===== config.mk =====
export PLATFORM = sky130hd
export DESIGN_NAME = multi_channel_edge_tick_capture_unit
export DESIGN_NICKNAME = d
export VERILOG_FILES = /design/src/rtl/core/mcetc_pkg.sv /design/src/rtl/core/mcetc_ctrl.sv /design/src/rtl/core/mcetc_datapath.sv /design/src/rtl/core/multi_channel_edge_tick_capture_unit.sv
export SDC_FILE = /design/constraint.sdc
export NUM_CORES = 1
export LEC_CHECK = 0
export ABC_CLOCK_PERIOD_IN_PS = 3700
export BUFFER_PORTS_ARGS = -buffer_cell sky130_fd_sc_hd__buf_2
export CAP_MARGIN = 30
export CORE_ASPECT_RATIO = 1.1
export CORE_MARGIN = 3
export CORE_UTILIZATION = 45
export CTS_CLUSTER_SIZE = 30
export DETAILED_ROUTE_END_ITERATION = 6
export PLACE_DENSITY_LB_ADDON = 0.2
export SETUP_SLACK_MARGIN = 0.1
export SYNTH_ARGS = -nofsm -noshare
export SYNTH_HDL_FRONTEND = slang
export SYNTH_HIERARCHICAL = 1
export SYNTH_SLANG_ARGS = --single-unit

===== constraint.sdc =====
create_clock -name clk -period 3.7 [get_ports clk]
set_input_delay 0.185 -clock clk [delete_from_list [all_inputs] [get_ports clk]]
set_output_delay 0.185 -clock clk [all_outputs]
set_load 0.02 [all_outputs]

===== src/rtl/core/mcetc_pkg.sv =====
`timescale 1ns / 1ps
`default_nettype none

package mcetc_pkg;

  localparam int PIN_W   = 8;
  localparam int CHAN_W  = 3;
  localparam int COUNT_W = 16;
  localparam int TIME_W  = 24;

  // operation codes
  localparam logic [1:0] OP_TICK  = 2'd0;
  localparam logic [1:0] OP_START = 2'd1;
  localparam logic [1:0] OP_STOP  = 2'd2;

  typedef struct packed {
    logic [1:0]       operation;
    logic [PIN_W-1:0] sensor_pins;
  } item_t;

  typedef struct packed {
    logic [CHAN_W-1:0]  channel;
    logic [COUNT_W-1:0] edge_count;
    logic [TIME_W-1:0]  edge_time;
    logic               last;
  } result_t;

  // controller -> datapath
  typedef struct packed {
    logic take_item;   // item transaction completes this cycle
    logic emit;        // load next result into the output register
  } ctrl_cmd_t;

  // datapath -> controller
  typedef struct packed {
    logic tick_edges;    // current item is a racing tick with at least one edge
    logic last_pending;  // only one edge left to report
    logic slot_free;     // output register can take a new result
  } dp_status_t;

endpackage

`default_nettype wire


===== src/rtl/core/mcetc_ctrl.sv =====
`timescale 1ns / 1ps
`default_nettype none

module mcetc_ctrl (
  input  wire                    clk,
  input  wire                    rst,
  input  wire                    item_valid,
  output logic                   item_stall,
  input  mcetc_pkg::dp_status_t  status,
  output mcetc_pkg::ctrl_cmd_t   cmd
);
  import mcetc_pkg::*;

  typedef enum logic {
    S_IDLE,
    S_SCAN
  } state_t;

  state_t state;

  assign item_stall    = (state == S_SCAN);
  assign cmd.take_item = item_valid && (state == S_IDLE);
  assign cmd.emit      = (state == S_SCAN) && status.slot_free;

  always_ff @(posedge clk) begin
    if (rst) begin
      state <= S_IDLE;
    end else begin
      unique case (state)
        S_IDLE: begin
          if (cmd.take_item && status.tick_edges) begin
            state <= S_SCAN;
          end
        end
        S_SCAN: begin
          if (cmd.emit && status.last_pending) begin
            state <= S_IDLE;
          end
        end
        default: state <= S_IDLE;
      endcase
    end
  end

endmodule

`default_nettype wire


===== src/rtl/core/mcetc_datapath.sv =====
`timescale 1ns / 1ps
`default_nettype none

module mcetc_datapath #(
  parameter int CHANNELS = 8
) (
  input  wire                           clk,
  input  wire                           rst,
  input  wire                           config_valid,
  input  wire  [mcetc_pkg::PIN_W-1:0]   config_data,
  input  mcetc_pkg::item_t              item,
  input  mcetc_pkg::ctrl_cmd_t          cmd,
  output mcetc_pkg::dp_status_t         status,
  output logic                          result_valid,
  input  wire                           result_stall,
  output mcetc_pkg::result_t            result
);
  import mcetc_pkg::*;

  localparam int CH_W = (CHANNELS > 1) ? $clog2(CHANNELS) : 1;

  logic                racing;
  logic [TIME_W-1:0]   elapsed_ms;
  logic [PIN_W-1:0]    previous_pins;
  logic [PIN_W-1:0]    active_mask;
  logic [COUNT_W-1:0]  channel_counts [CHANNELS];
  logic [CHANNELS-1:0] pending;

  logic [CHANNELS-1:0] rose;
  logic [CHANNELS-1:0] pending_next;
  logic [CH_W-1:0]     sel;
  logic [COUNT_W-1:0]  count_next;

  // channels past the pin width never rise
  always_comb begin
    for (int c = 0; c < CHANNELS; c++) begin
      if (c < PIN_W) begin
        rose[c] = item.sensor_pins[c % PIN_W] & ~previous_pins[c % PIN_W]
                  & active_mask[c % PIN_W];
      end else begin
        rose[c] = 1'b0;
      end
    end
  end

  // lowest pending channel first
  always_comb begin
    sel = '0;
    for (int c = CHANNELS - 1; c >= 0; c--) begin
      if (pending[c]) begin
        sel = CH_W'(c);
      end
    end
  end

  always_comb begin
    pending_next      = pending;
    pending_next[sel] = 1'b0;
  end

  assign count_next = channel_counts[sel] + COUNT_W'(1);

  assign status.tick_edges   = (item.operation == OP_TICK) && racing && (|rose);
  assign status.last_pending = ~(|pending_next);
  assign status.slot_free    = !result_valid || !result_stall;

  always_ff @(posedge clk) begin
    if (rst) begin
      racing        <= 1'b0;
      elapsed_ms    <= '0;
      previous_pins <= '0;
      active_mask   <= '0;
      pending       <= '0;
      result_valid  <= 1'b0;
      for (int c = 0; c < CHANNELS; c++) begin
        channel_counts[c] <= '0;
      end
    end else begin
      if (config_valid) begin
        active_mask <= config_data;
      end

      if (cmd.take_item) begin
        unique case (item.operation)
          OP_START: begin
            racing     <= 1'b1;
            elapsed_ms <= '0;
          end
          OP_STOP: begin
            racing <= 1'b0;
          end
          OP_TICK: begin
            if (racing) begin
              elapsed_ms    <= elapsed_ms + TIME_W'(1);
              previous_pins <= item.sensor_pins;
              pending       <= rose;
            end
          end
          default: ;
        endcase
      end

      if (cmd.emit) begin
        channel_counts[sel] <= count_next;
        pending             <= pending_next;
        result_valid        <= 1'b1;
      end else if (status.slot_free) begin
        result_valid <= 1'b0;
      end
    end
  end

  always_ff @(posedge clk) begin
    if (cmd.emit) begin
      result.channel    <= CHAN_W'(sel);
      result.edge_count <= count_next;
      result.edge_time  <= elapsed_ms;
      result.last       <= status.last_pending;
    end
  end

endmodule

`default_nettype wire


===== src/rtl/core/multi_channel_edge_tick_capture_unit.sv =====
`timescale 1ns / 1ps
`default_nettype none

// Channel   Direction  Handshake               Payload
// item      in         item_valid/item_stall   item_t   (operation, sensor_pins)
// result    out        result_valid/result_stall result_t (channel, count, time, last)
// config    in         config_valid/config_ready config_data (active mask)
//
// Start, stop, spare codes and ticks without a rising edge keep the controller idle.
// A racing tick with rising edges starts a scan: one result per cycle unless result
// stalls, set by the single shared count incrementer walking the pending edge mask.
// rst is synchronous: stopped, time, last sample, mask and counts cleared.
// A stall on result freezes the scan; item is stalled while a scan runs.

module multi_channel_edge_tick_capture_unit #(
  parameter int CHANNELS = 8
) (
  input  wire                          clk,
  input  wire                          rst,
  input  wire                          item_valid,
  output logic                         item_stall,
  input  mcetc_pkg::item_t             item,
  output logic                         result_valid,
  input  wire                          result_stall,
  output mcetc_pkg::result_t           result,
  input  wire                          config_valid,
  output logic                         config_ready,
  input  wire  [mcetc_pkg::PIN_W-1:0]  config_data
);
  import mcetc_pkg::*;

  ctrl_cmd_t  cmd;
  dp_status_t status;

  // mask write is registered, always accepted
  assign config_ready = 1'b1;

  mcetc_ctrl u_ctrl (
    .clk        (clk),
    .rst        (rst),
    .item_valid (item_valid),
    .item_stall (item_stall),
    .status     (status),
    .cmd        (cmd)
  );

  mcetc_datapath #(
    .CHANNELS (CHANNELS)
  ) u_datapath (
    .clk          (clk),
    .rst          (rst),
    .config_valid (config_valid),
    .config_data  (config_data),
    .item         (item),
    .cmd          (cmd),
    .status       (status),
    .result_valid (result_valid),
    .result_stall (result_stall),
    .result       (result)
  );

endmodule

`default_nettype wire


==> impl_results.md <==
- Vias: 7,079
- Type of the worst setup path: register to register
- Syn_nets: 880
- Final hold viol count: 0
- CTS Root Cell: clkbuf_16
- Total track usage: between 20% and 30%
- Area share of the largest cell type after synthesis: roughly 52%
- Post-synth cell types: 75
- CP Launch Type: register
- Post-layout min period: 3.39 ns
- Final Slew Violations: 0
- Via/cell ratio: 5.51
- CTS clk-pin slew, worst paths: 0.06 ns
- Crit path cell chain: nor2b_1 > a211oi_4 > buf_4 > buf_4 > mux2i_1 > a221o_1 > or4_1 > nor4_4 > xnor2_2 > nor2_1
- R2R Setup Slk: about 0.31 ns
- Dpl hpwl: 16.7 mm
- Power share of the sequential group: 50.0%
- CP Buf/Inv Count: 2
- Number of synthesized flops with an enable pin: 172
- Vias in the first global route: 7,028
- Fin crit share: 91.6%
- Layout Nets: 1,005
- Achievable Freq: 295 MHz
- CP max FO: 9
- Starting Density: 46.1%
- Drt wl/cell: 19.7 microns
- Die footprint: 23,800 sq um
- First-pass GRT wire length: between 30 and 40 mm
- Hold Path Class: input port to register
- Crit Reg-Reg Endpoint: u_datapath/channel_counts[4][11]$_SDFFCE_PN0P_
- Initial DRC count: 658
- Sw frac: 21.2%
- CP max stage delay: 0.59 ns
- Worst slew margin: around 34%
- Die Wd: roughly 150 microns
- Placed cell area: 10,800 sq um
- Post-synthesis cell count: around 850
- Met1 usage: 29.2%
- GPL Wtd Cong: 0.873
- WHS Endpoint: u_datapath/racing$_SDFFE_PP0P_
- Tightest Pin Transition: 0.992 ns
- Synthesized flop and latch total: 223
- Die H: 161 microns
- Final worst slack: 0.312 ns
- Ys async rst share: 0%
- Total power: 5.54 mW
- Synthesis-to-finish area growth: 20.0%
- Largest area contributor in the netlist: edfxtp_1
- Reg2reg start: u_datapath/pending[4]$_SDFFE_PP0P_
- Min-delay src: item[9]
- CTS tree: yes
- Outcome: finished clean
- TNS Setup: 0 ns
- Cell area after synthesis: 9880 sq um
- RSZ-0062 raised after global routing: false
- Pre-CTS setup slack: 0.137 ns
- Post-route design area: ~12,000 sq um
- Setup Viol. Count Final: 0
- Pint: 4.36 mW
- GR met2 Demand/Resource: 35.0%
- Largest net degree at the start of global routing: 62
- H-tree depth: 1
- R2R depth: 10
- GRT busiest layer: met2
- TritonCTS Buffers: 24
- P per Cell Area: between 400 and 500 nW/um^2
- Depth of the worst hold-timing path: 3
- Post-DRT Antenna Nets: 0
- Clock power frac: 44.1%
- 1st-pass router iterations: 5
- Core area: 21,400 sq um
- I/O pin count: 70
- Critical Path RT: approximately 4 ns
- Comb power frac: 5.9%
- Most used DFF post-synth: edfxtp_1
- Psw: 1.18 mW
- Worst path most repeated cell: buf_4
- Peak supply drop: 0.000263 V
- Crit-path slowest cell: or4_1
- Met3 global-route usage: 3.20%
- Lkg Pwr: 4.54 nW
- Avg Synthesized Cell Area: 11.6 sq um
- Placement row count: 56
- N_diodes: 0
- Total Wirelength: 25.3 mm
- # DRC: 0
- Sinks on Clock Net: 223
- CP top delay family: simple AND/OR/NAND/NOR gates
- Post-layout util: 55.3%
- Worst setup EP type: register
- Seq/Total Area, Yosys: 62.6%
- Initial antenna violation count: 0
- Clock Latency Late Sink: roughly 0.5 ns
- Syn. warnings: 6
- Grt total ovfl: 0
- Clock Tree Buf Depth: 3
- Synth area leaders: edfxtp_1, dfxtp_1, nor2_1
- IO buf count: 68
- Max cap viols: 0
- Setup Skew: between 0.008 and 0.009 ns
- CP Data Arrival Time: between 3 and 4 ns
- Ratio of cells with drive above 1 in the final layout: 20.1%
==> flip-flops by register name, indices dropped and copies added, names as in the netlist <==
| signal | flops |
|---|---|
| u_datapath/channel_counts | 128 |
| u_datapath/result | 44 |
| u_datapath/racing | 1 |
| u_datapath/pending | 8 |
| u_datapath/elapsed_ms | 24 |
| u_datapath/previous_pins | 8 |
| u_datapath/result_valid | 1 |
| u_datapath/active_mask | 8 |
| u_ctrl/item_stall | 1 |
==> cells in the mapped netlist, drive strengths merged, types with 3 or more instances <==
library cell and instances:
nand3 36, buf 15, o22a 5, and4 4, nand4 5, a21oi 28
nand3b 8, nor4 7, xnor2 7, dfxtp 51, a31oi 14, nor2b 10
ha 5, xor2 25, or2 3, a211oi 9, a32o 5, nand2 36
a311oi 6, or3 3, nand2b 13, o21ai 20, a22oi 5, a221o 4
o22ai 9, nor3 34, clkbuf 33, o221ai 4, mux2i 28, inv 20
nor2 165, nor3b 10, o211ai 8, and3 12, and2 4, edfxtp 172
==> layout by cell type (no fill, tap or decap), drive strengths merged, types with 14 or more instances in the layout <==
| master | netlist | routed |
|---|---|---|
| dfxtp | 51 | 51 |
| edfxtp | 172 | 172 |
| a21oi | 28 | 28 |
| o21ai | 20 | 20 |
| a31oi | 14 | 14 |
| dlygate4sd3 | 0 | 18 |
| xor2 | 25 | 25 |
| clkbuf | 33 | 35 |
| nand2 | 36 | 36 |
| nor2 | 165 | 165 |
| inv | 20 | 20 |
| nor3 | 34 | 34 |
| buf | 15 | 129 |
| nand3 | 36 | 36 |
| mux2i | 28 | 28 |
==> worst max-delay path by stage <==
stage	cells past startpoint	end	from	slack, ns
floorplan	14	u_datapath/channel_counts[0][12]$_SDFFCE_PN0P_	u_datapath/pending[2]$_SDFFE_PP0P_	0.39
global placement	8	u_datapath/channel_counts[2][11]$_SDFFCE_PN0P_	u_datapath/pending[3]$_SDFFE_PP0P_	0.21
detailed placement	8	u_datapath/channel_counts[4][11]$_SDFFCE_PN0P_	u_datapath/pending[3]$_SDFFE_PP0P_	0.14
CTS	8	u_datapath/channel_counts[4][11]$_SDFFCE_PN0P_	u_datapath/pending[3]$_SDFFE_PP0P_	0.14
global route	10	u_datapath/channel_counts[5][13]$_SDFFCE_PN0P_	u_datapath/pending[7]$_SDFFE_PP0P_	0.15
finish	10	u_datapath/channel_counts[4][11]$_SDFFCE_PN0P_	u_datapath/pending[4]$_SDFFE_PP0P_	0.31
==> metrics by stage <==
stage / hold slack (ns) / cells
global route: 0.0417 / 1284
finish: 0.0375 / 1284
global placement: 0.424 / 1219
CTS: 0.0118 / 1280
detailed placement: 0.426 / 1219
floorplan: 0.263 / 852
==> layer usage <==
metal  wire [microns]  up-vias
li1                 -     3363
met1            11000     3409
met2            12000      260
met3             1690       47
met4              617        0
met5                0        -
==> worst reg2reg max path: cells and delay by family (launching register included) <==
family	cells	cell delay, ns
AO/OA/AOI/OAI	2	0.47
XOR/XNOR	1	0.26
buffers and inverters	2	0.33
flip-flops	1	0.52
multiplexers	1	0.11
AND/OR/NAND/NOR	4	1.43
==> power by group through the flow <==
stage / sequential (mW) / combinational [mW] / clock [mW]
6_report: 2.77 / 0.326 / 2.44
5_1_grt: 2.77 / 0.352 / 2.60
4_1_cts: 2.77 / 0.322 / 2.50
3_5_place_dp: 2.82 / 0.306 / 0
3_3_place_gp: 2.82 / 0.304 / 0
2_1_floorplan: 2.82 / 0.174 / 0
==> what timing repair did <==
item | in CTS | in global routing
buffers inserted | 0 | 4
setup endpoints to repair | 0 | 90
hold endpoints to repair | 18 | 0
hold buffers | 18 | 0
gates resized for setup | 0 | 8
==> kinds of logic (layout without fill, tap and decap cells) <==
family	Yosys count	in the layout	synth area share (%)
and+or+nand+nor	356	356	17.7
DFF	223	223	62.6
AOI/OAI and AO/OA	135	135	9.86
buffers and inverters	70	212	2.91
xor gates and xnor gates	32	32	3.14
muxes	29	29	2.95
adders and majority gates	6	6	0.735
other	1	1	0.0380
==> layout make-up <==
type	instances	area, sq um
fill	1876	9580
sequential	223	6190
multi-input combinational	559	3440
timing repair buffer	147	978
clock buffer	35	693
tap	290	363
clock inverter	8	115
inverter	22	82.6
Power figures use the tool's default switching activity.
